[config.mk]
export PLATFORM = sky130hd
export DESIGN_NAME = pocsag_bch_single_error_corrector
export DESIGN_NICKNAME = d
export VERILOG_FILES = /design/src/design/pocsag_pkg.sv /design/src/design/pocsag_cfg.sv /design/src/design/pocsag_dec.sv /design/src/design/pocsag_bch_single_error_corrector.sv
export SDC_FILE = /design/constraint.sdc
export NUM_CORES = 1
export LEC_CHECK = 0
export ABC_AREA = 1
export BUFFER_PORTS_ARGS = -buffer_cell sky130_fd_sc_hd__buf_2
export CORE_MARGIN = 5
export CORE_UTILIZATION = 40
export CTS_CLUSTER_SIZE = 14
export DETAILED_ROUTE_END_ITERATION = 6
export HOLD_SLACK_MARGIN = 0.06
export PLACE_DENSITY = 0.64
export RECOVER_POWER = 50
export SLEW_MARGIN = 10
export SYNTH_ARGS = -nofsm -noshare
export SYNTH_HDL_FRONTEND = slang
export SYNTH_HIERARCHICAL = 1
export SYNTH_SLANG_ARGS = --single-unit
[constraint.sdc]
create_clock -name clk -period 4.5 [get_ports clk]
set_input_delay 0.675 -clock clk [delete_from_list [all_inputs] [get_ports clk]]
set_output_delay 0.675 -clock clk [all_outputs]
set_load 0.01 [all_outputs]
[src/design/pocsag_pkg.sv]
package pocsag_pkg;

  localparam int WordBits = 32;
  localparam int DataBits = 31;
  localparam int SynBits  = 10;
  localparam int GenBits  = 11;
  localparam int AddrBits = 3;
  localparam int DataW    = 32;

  localparam logic [GenBits-1:0] GenReset = 11'h769;

  // register index as decoded from paddr[2]
  localparam logic RegGen = 1'b0;

  localparam logic StatusOk  = 1'b0;
  localparam logic StatusBad = 1'b1;

  typedef logic [WordBits-1:0] word_t;
  typedef logic [SynBits-1:0] syn_t;
  // syndrome contribution of each bit of the BCH word (codeword bits 31..1)
  typedef logic [DataBits-1:0][SynBits-1:0] col_tab_t;

endpackage

[src/design/pocsag_cfg.sv]
module pocsag_cfg
  import pocsag_pkg::*;
(
  input  logic                clk,
  input  logic                rst,
  input  logic                psel,
  input  logic                penable,
  input  logic                pwrite,
  input  logic [AddrBits-1:0] paddr,
  input  logic [DataW-1:0]    pwdata,
  output logic [DataW-1:0]    prdata,
  output logic                pready,
  output logic                busy,
  output col_tab_t            cols
);

  logic [GenBits-1:0]              gen;
  logic                            sweeping;
  logic [4:0]                      idx;
  logic [SynBits-1:0][SynBits-1:0] win;
  logic [DataBits-1:SynBits][SynBits-1:0] col_hi;
  syn_t                            new_col;
  logic                            wr_gen;

  assign pready = 1'b1;
  assign busy   = sweeping;
  assign wr_gen = psel & penable & pwrite & pready & (paddr[2] == RegGen);

  always_comb begin
    if (paddr[2] == RegGen) begin
      prdata = {{(DataW-GenBits){1'b0}}, gen};
    end else begin
      prdata = '0;
    end
  end

  // column j is the remainder of x^j: fed back from the previous ten columns
  always_comb begin
    new_col = '0;
    for (int k = 0; k < SynBits; k++) begin
      if (gen[k]) begin
        new_col = new_col ^ win[k];
      end
    end
  end

  always_ff @(posedge clk) begin
    if (rst) begin
      gen      <= GenReset;
      sweeping <= 1'b1;
      idx      <= 5'(SynBits);
      for (int k = 0; k < SynBits; k++) begin
        win[k] <= syn_t'(1) << k;
      end
    end else if (wr_gen) begin
      gen      <= pwdata[GenBits-1:0];
      sweeping <= 1'b1;
      idx      <= 5'(SynBits);
      for (int k = 0; k < SynBits; k++) begin
        win[k] <= syn_t'(1) << k;
      end
    end else if (sweeping) begin
      win <= {new_col, win[SynBits-1:1]};
      idx <= idx + 5'd1;
      if (idx == 5'(DataBits-1)) begin
        sweeping <= 1'b0;
      end
    end
  end

  always_ff @(posedge clk) begin
    if (sweeping) begin
      col_hi[idx] <= new_col;
    end
  end

  always_comb begin
    for (int i = 0; i < SynBits; i++) begin
      cols[i] = syn_t'(1) << i;
    end
    for (int i = SynBits; i < DataBits; i++) begin
      cols[i] = col_hi[i];
    end
  end

endmodule

[src/design/pocsag_dec.sv]
module pocsag_dec
  import pocsag_pkg::*;
(
  input  logic     clk,
  input  logic     rst,
  input  logic     accept,
  input  word_t    codeword_in,
  input  col_tab_t cols,
  output logic     done,
  output word_t    codeword_out,
  output logic     status
);

  logic                in_valid;
  word_t               in_word;
  syn_t                syn;
  logic [DataBits-1:0] match;
  logic [DataBits-1:0] pick;
  logic                par;
  word_t               res;
  logic                res_bad;

  always_ff @(posedge clk) begin
    if (rst) begin
      in_valid <= 1'b0;
    end else begin
      in_valid <= accept;
    end
  end

  always_ff @(posedge clk) begin
    if (accept) begin
      in_word <= codeword_in;
    end
  end

  always_comb begin
    syn = '0;
    for (int i = 0; i < DataBits; i++) begin
      if (in_word[i+1]) begin
        syn = syn ^ cols[i];
      end
    end
  end

  // flipping bit i+1 clears the syndrome when its column equals it
  always_comb begin
    for (int i = 0; i < DataBits; i++) begin
      match[i] = (cols[i] == syn);
    end
  end

  assign pick = match & (~match + {{(DataBits-1){1'b0}}, 1'b1});
  assign par  = ^in_word;

  always_comb begin
    res     = in_word;
    res_bad = StatusBad;
    if (syn == '0) begin
      res     = in_word ^ {{(WordBits-1){1'b0}}, par};
      res_bad = StatusOk;
    end else if (|match) begin
      // a single flip leaves overall parity even only if it was odd
      if (par) begin
        res     = in_word ^ {pick, 1'b0};
        res_bad = StatusOk;
      end
    end
  end

  always_ff @(posedge clk) begin
    if (rst) begin
      done <= 1'b0;
    end else begin
      done <= in_valid;
    end
  end

  always_ff @(posedge clk) begin
    if (in_valid) begin
      codeword_out <= res;
      status       <= res_bad;
    end
  end

endmodule

[src/design/pocsag_bch_single_error_corrector.sv]
// POCSAG BCH(31,21) single-error corrector with even parity.
//
// Input: codeword_in is taken at a rising edge with start high and busy low.
// Output: done is high for one cycle with codeword_out and status; the
// receiver cannot stall, so results are never held back.
// The result passes the input register, then the result register. A new
// codeword may be accepted every cycle while busy is low; throughput is
// one codeword per clock.
// status low: word clean or corrected (parity bit or one bit of 31..1).
// status high: uncorrectable, codeword_out equals the input.
// Config: APB register 0 (address 0) holds the 11-bit generator polynomial.
// After reset, and after each write to it, busy is high while the
// per-bit syndrome table is rebuilt one column per cycle.
// Reset (rst, synchronous) restores generator 0x769 and drops any
// transaction in flight.
module pocsag_bch_single_error_corrector
  import pocsag_pkg::*;
(
  input  logic                clk,
  input  logic                rst,
  input  logic                start,
  output logic                busy,
  input  word_t               codeword_in,
  output logic                done,
  output word_t               codeword_out,
  output logic                status,
  input  logic                psel,
  input  logic                penable,
  input  logic                pwrite,
  input  logic [AddrBits-1:0] paddr,
  input  logic [DataW-1:0]    pwdata,
  output logic [DataW-1:0]    prdata,
  output logic                pready
);

  col_tab_t cols;
  logic     accept;

  assign accept = start & ~busy;

  pocsag_cfg u_cfg (
    .clk     (clk),
    .rst     (rst),
    .psel    (psel),
    .penable (penable),
    .pwrite  (pwrite),
    .paddr   (paddr),
    .pwdata  (pwdata),
    .prdata  (prdata),
    .pready  (pready),
    .busy    (busy),
    .cols    (cols)
  );

  pocsag_dec u_dec (
    .clk          (clk),
    .rst          (rst),
    .accept       (accept),
    .codeword_in  (codeword_in),
    .cols         (cols),
    .done         (done),
    .codeword_out (codeword_out),
    .status       (status)
  );

endmodule

==> results.sh, run 1 <==
export IMPL_outcome="finished, violations left"
export IMPL_violations="max-capacitance violations, max-slew violations"
export IMPL_yosys_top_cells_area="edfxtp_1, nand2_1, dfxtp_1, nand3_1, inv_1"
export IMPL_path_max_fanout=12
export IMPL_drc_errors=0
export IMPL_nets=4888
export IMPL_drive_above_1_share_pct=10.93
export IMPL_max_cap_violations=3
export IMPL_clk_latency_ns=0.62
export IMPL_vias_per_cell=4.905
export IMPL_drv_slew=140
export IMPL_core_area_sq_um=75950
export IMPL_syn_to_final_growth_pct=12.28
export IMPL_cp_arrival_ns=4.52
export IMPL_yosys_register_bits=394
export IMPL_totalWireLength_um=101700
export IMPL_rows=101
export IMPL_dr_first_iter_drc_count=2588
export IMPL_fmax_ghz=0.2396
export IMPL_drt_pass1_iter_count=6
export IMPL_final_setup_tns_ns=0
export IMPL_synth_distinct_cells=45
export IMPL_yosys_area_top_type="edfxtp_1"
export IMPL_fp_dieW_um=286.6
export IMPL_grt_pass1_wl_um=151800
export IMPL_critical_path_required_ns=4.84
export IMPL_grt_overflow=0
export IMPL_ys_seq_area_share_pct=34.77
export IMPL_powerDensity_nw_per_um2=317.6
export IMPL_h_tree_depth=2
export IMPL_finalWorstPathRequiredPeriod_ns=4.174
export IMPL_period_share_pct=92.75
export IMPL_grt_setup_unrepaired="no"
export IMPL_setup_violations=0
export IMPL_start_util_pct=40.30
export IMPL_syn_area_sq_um=30610
export IMPL_synth_cells=4615
export IMPL_grt_pass1_vias=26440
export IMPL_final_area_sq_um=34360
export IMPL_seqPwrFrac_pct=39.1
export IMPL_ys_warn_count=6
export IMPL_path_clk_slew_ns=0.06
export IMPL_combPwrFrac_pct=23.4
export IMPL_antenna_found_initial=2
export IMPL_cts_tree="built"
export IMPL_clock_sinks=394
export IMPL_p_leak_uw=0.01691
export IMPL_crit_type="register to register"
export IMPL_dpl_hpwl_um=75500
export IMPL_design_die_area_sq_um=82150
export IMPL_ant_nets=0
export IMPL_switchingPower_uw=3512
export IMPL_clkPwrFrac_pct=37.5
export IMPL_hold_class="input port to register"
export IMPL_dpl_cell_area_sq_um=32580
export IMPL_die_y_um=286.6
export IMPL_io_buffers=95
export IMPL_dr_total_vias=28850
export IMPL_hold_buffers=0
export IMPL_routabilityCongestion=0.9470
export IMPL_cts_made_buffers=48
export IMPL_max_clock_path_buffers=3
export IMPL_grt_max_degree=109
export IMPL_cpPeakStageDelay_ns=0.42
export IMPL_ir_drop_v=0.0002878
export IMPL_clock_skew_ns=0.03403
export IMPL_root_buffer="clkbuf_16"
export IMPL_grtUsageTotal_pct=23.90
export IMPL_syn_area_per_cell_sq_um=6.632
export IMPL_synth_top_area_share_pct=26.98
export IMPL_worstSetupEndpointType="register"
export IMPL_p_int_uw=7401
export IMPL_crit_top_cell="nand2_1"
export IMPL_critPathSlowestCell="edfxtp_1"
export IMPL_switching_share_pct=32.18
export IMPL_relSlewSlack_pct=-65.25
export IMPL_pin_count=141
export IMPL_wl_per_cell_um=17.30
export IMPL_critPathLaunchType="register"
export IMPL_hold_violations=0
export IMPL_tightest_slew_ns=2.470
-- sequential cells by signal, summed over array words and instances (netlist names) --
| register | cells |
|---|---|
| u_cfg/cols | 210 |
| u_cfg/win | 100 |
| u_dec/codeword_out | 32 |
| u_dec/in_word | 32 |
| u_cfg/gen | 11 |
| u_cfg/idx | 5 |
| u_cfg/busy | 1 |
| u_dec/done | 1 |
| u_dec/in_valid | 1 |
| u_dec/status | 1 |
-- layer usage --
metal,track usage (%),up-vias,wire [um]
li1,-,14480,-
met1,30.56,13050,41580
met2,40.36,1080,46820
met3,3.471,244,8219
met4,10.31,0,5113
met5,0,-,0
-- critical path: cells and delay by family, from the launching register on --
family        cells  cell delay (ns)
simple gates     22             2.31
buf+inv           7             0.97
flops             1             0.42
xor+xnor          1             0.16
-- Yosys cell counts (all sizes together) --
master and count:
inv 497, a21boi 1, and3 1, xnor2 138, nor2 317, xor2 109, o21ai 30, clkbuf 16
nand2 2128, o211ai 9, nand3b 124, nand3 412, nor3 9, clkinv 11, a21oi 101, nor4 3
and2 2, nand4 23, ha 4, conb 2, or2 3, edfxtp 275, nor3b 2, buf 277
dfxtp 119, nand2b 1, o21a 1
-- path summary, 6_finish.rpt --
path / startpoint / endpoint / slack (ns) / depth (start not counted)
worst max-delay path: u_dec/in_word[28] / u_dec/codeword_out[9] / 0.33 / 30
worst min-delay path: codeword_in[31] / u_dec/in_word[31] / 0.23 / 1
worst max register to register: u_dec/in_word[28] / u_dec/codeword_out[9] / 0.33 / 30
worst min register to register: u_cfg/win[9] / u_cfg/win[9] / 0.47 / 2
-- area by class of cell --
class,instances,area (sq um)
Antenna cell,3,7.507
Clock buffer,62,1297
Clock inverter,26,379.1
Fill cell,7778,41590
Inverter,508,1911
Multi-Input combinational cell,3540,16420
Sequential cell,394,10640
Tap cell,1030,1289
Timing Repair Buffer,319,2419
-- power groups by stage --
stage,registers (uW),clock network (uW),logic (uW)
floorplan,4290,0,1680
global placement,4340,0,2440
detailed placement,4340,0,2470
CTS,4260,4180,2480
global route,4280,4340,2780
finish,4270,4090,2550
-- what timing repair did --
| item | 4_1_cts | 5_1_grt |
|---|---|---|
| endpoints found under the hold margin | 0 | 0 |
| setup endpoints to repair | 0 | 30 |
| gates resized for setup | 0 | 14 |
| setup buffers | 0 | 23 |
-- through the flow --
step / setup WS [ns] / cells / utilization (%) / hold slack [ns] / total power, uW
2_1_floorplan: 1.365 / 4735 / - / 0.4403 / 5966
3_3_place_gp: 0.1283 / 5768 / 42.89 / 0.4494 / 6774
3_5_place_dp: 0.1001 / 5768 / 42.89 / 0.4618 / 6809
4_1_cts: 0.1179 / 5856 / 45.10 / 0.1995 / 10920
5_1_grt: 0.01622 / 5879 / 45.23 / 0.2067 / 11390
6_report: 0.3261 / 5882 / 45.24 / 0.2334 / 10910
-- cells by family (layout without fill, tap and decap cells) --
| logic type | Yosys count | in the layout | synth area share [%] |
|---|---|---|---|
| other | 2 | 125 | 0.02454 |
| buffers and inverters | 801 | 915 | 12.94 |
| adders and majority gates | 4 | 4 | 0.1635 |
| and+or+nand+nor | 3025 | 3025 | 42.12 |
| xor gates and xnor gates | 247 | 247 | 7.166 |
| DFF | 394 | 394 | 34.77 |
| AOI/OAI and AO/OA | 142 | 142 | 2.817 |
-- cell usage in the layout (no fill, tap or decap), types with 3 or more instances in the layout --
cell	instances
nor2_2	18
clkinv_1	17
nand4_1	23
nor2_4	4
nor2_1	295
nand2_1	2033
o211ai_1	9
nor3_1	9
a21oi_1	92
o21ai_1	7
clkbuf_1	58
inv_1	457
nand3_1	399
inv_2	38
edfxtp_1	275
nand3_2	10
conb_1	122
buf_2	50
nand3b_1	124
nand2_4	14
o21ai_0	23
dfxtp_1	119
xnor2_1	136
buf_12	27
bufinv_16	7
clkinv_2	9
xor2_1	106
clkinv_16	3
clkbuf_8	4
nand3_4	3
nor4_1	3
a21oi_2	9
diode_2	3
ha_1	4
buf_4	191
xor2_2	3
clkbuf_16	48
nand2_2	79
Note: power is estimated with default switching activity, not from simulation.
==> inputs of run 2 (changes only) <==
Settings changed: RECOVER_POWER 50 to 100.
==> results.sh, run 2 (same netlist as run 1, synthesis figures left out) <==
export IMPL_grt_overflow=0
export IMPL_crit_type="register to register"
export IMPL_seqPwrFrac_pct=39.1
export IMPL_relSlewSlack_pct=-65.82
export IMPL_drt_pass1_iter_count=6
export IMPL_wl_per_cell_um=17.29
export IMPL_dpl_hpwl_um=75500
export IMPL_r2r_start="u_dec/in_word[25]"
export IMPL_clock_sinks=394
export IMPL_max_cap_violations=4
export IMPL_cpPeakStageDelay_ns=0.32
export IMPL_period_share_pct=93.68
export IMPL_clock_skew_ns=0.03430
export IMPL_drv_slew=162
export IMPL_powerDensity_nw_per_um2=317.7
export IMPL_p_leak_uw=0.01687
export IMPL_hold_class="input port to register"
export IMPL_final_cell_mix="nand2_1, inv_1, nand3_1"
export IMPL_switching_share_pct=32.20
export IMPL_root_buffer="clkbuf_16"
export IMPL_antenna_found_initial=2
export IMPL_grt_pass1_wl_um=151800
export IMPL_routabilityCongestion=0.9470
export IMPL_startpoint="u_dec/in_word[25]"
export IMPL_hold_buffers=0
export IMPL_largest_reg_flops=210
export IMPL_cts_tree="built"
export IMPL_dr_first_iter_drc_count=2652
export IMPL_dpl_cell_area_sq_um=32580
export IMPL_crit_top_cell="nand2_1"
export IMPL_drc_errors=0
export IMPL_ir_drop_v=0.0002884
export IMPL_critPathSlowestCell="edfxtp_1"
export IMPL_clk_latency_ns=0.62
export IMPL_worst_slack_ns=0.2842
export IMPL_pin_count=141
export IMPL_drive_above_1_share_pct=10.54
export IMPL_rows=101
export IMPL_ant_nets=0
export IMPL_grt_setup_unrepaired="no"
export IMPL_cp_arrival_ns=4.56
export IMPL_dpl_worst_slack_ns=0.1001
export IMPL_violations="max-capacitance violations, max-slew violations"
export IMPL_design_die_area_sq_um=82150
export IMPL_final_area_sq_um=34320
export IMPL_clkPwrFrac_pct=37.6
export IMPL_totalWireLength_um=101700
export IMPL_whs_ns=0.2320
export IMPL_fmax_ghz=0.2372
export IMPL_grtUsageTotal_pct=23.90
export IMPL_worstSetupEndpointType="register"
export IMPL_hold_violations=0
export IMPL_grt_max_degree=109
export IMPL_p_int_uw=7394
export IMPL_max_clock_path_buffers=3
export IMPL_nets=4888
export IMPL_critPathLaunchType="register"
export IMPL_die_y_um=286.6
export IMPL_tightest_slew_ns=2.478
export IMPL_outcome="finished, violations left"
export IMPL_layout_commonest_cell="nand2_1"
export IMPL_syn_to_final_growth_pct=12.14
export IMPL_critical_path_required_ns=4.84
export IMPL_io_buffers=95
export IMPL_dr_total_vias=28820
export IMPL_finalWorstPathRequiredPeriod_ns=4.216
export IMPL_setup_violations=0
export IMPL_vias_per_cell=4.900
export IMPL_combPwrFrac_pct=23.3
export IMPL_path_max_fanout=14
export IMPL_h_tree_depth=2
export IMPL_cts_made_buffers=48
export IMPL_switchingPower_uw=3511
export IMPL_grt_pass1_vias=26440
export IMPL_worstHoldStart="codeword_in[31]"
export IMPL_core_area_sq_um=75950
export IMPL_fp_dieW_um=286.6
export IMPL_final_setup_tns_ns=0
export IMPL_start_util_pct=40.30
export IMPL_path_clk_slew_ns=0.06
[run 2: cell type report]
class,count,area [sq um]
multi-input cells,3540,16410
fillers,7788,41630
flip-flops and latches,394,10640
well taps,1030,1289
clock buffers,62,1297
clock inverters,26,379.1
diodes,2,5.005
inverters,508,1911
repair buffers,319,2395
[run 2: worst paths after layout]
check	endpoint	slack, ns	depth (start not counted)
setup / recovery	u_dec/codeword_out[9]	0.28	30
hold / removal	u_dec/in_word[31]	0.23	1
setup reg to reg	u_dec/codeword_out[9]	0.28	30
hold reg to reg	u_cfg/win[9]	0.47	2
[run 2: power by group through the flow]
stage          sequential [uW]  clock, uW  combinational (uW)
2_1_floorplan             4290          0                1680
3_3_place_gp              4340          0                2440
3_5_place_dp              4340          0                2470
4_1_cts                   4260       4180                2480
5_1_grt                   4280       4340                2770
6_report                  4270       4100                2540
[run 2: worst max-delay path, delay by kind of cell (launching register included)]
kind,cells,cell delay (ns)
buf+inv,6,0.87
simple gates,23,2.54
flops,1,0.32
xor+xnor,1,0.19
[run 2: routing by layer]
layer	wire length [um]	track usage [%]
met1	41340	30.56
met2	46730	40.36
met3	8550	3.471
met4	5079	10.31
met5	0	0
[run 2: timing repair]
action,CTS,global route
setup endpoints to repair,0,30
gates resized for setup,0,14
buffers inserted,0,23
[run 2: metrics by stage]
step | utilization, % | power (uW) | instances
global placement | 42.89 | 6774 | 5768
global route | 45.18 | 11380 | 5879
CTS | 45.10 | 10920 | 5856
detailed placement | 42.89 | 6809 | 5768
floorplan | - | 5966 | 4735
finish | 45.19 | 10900 | 5881
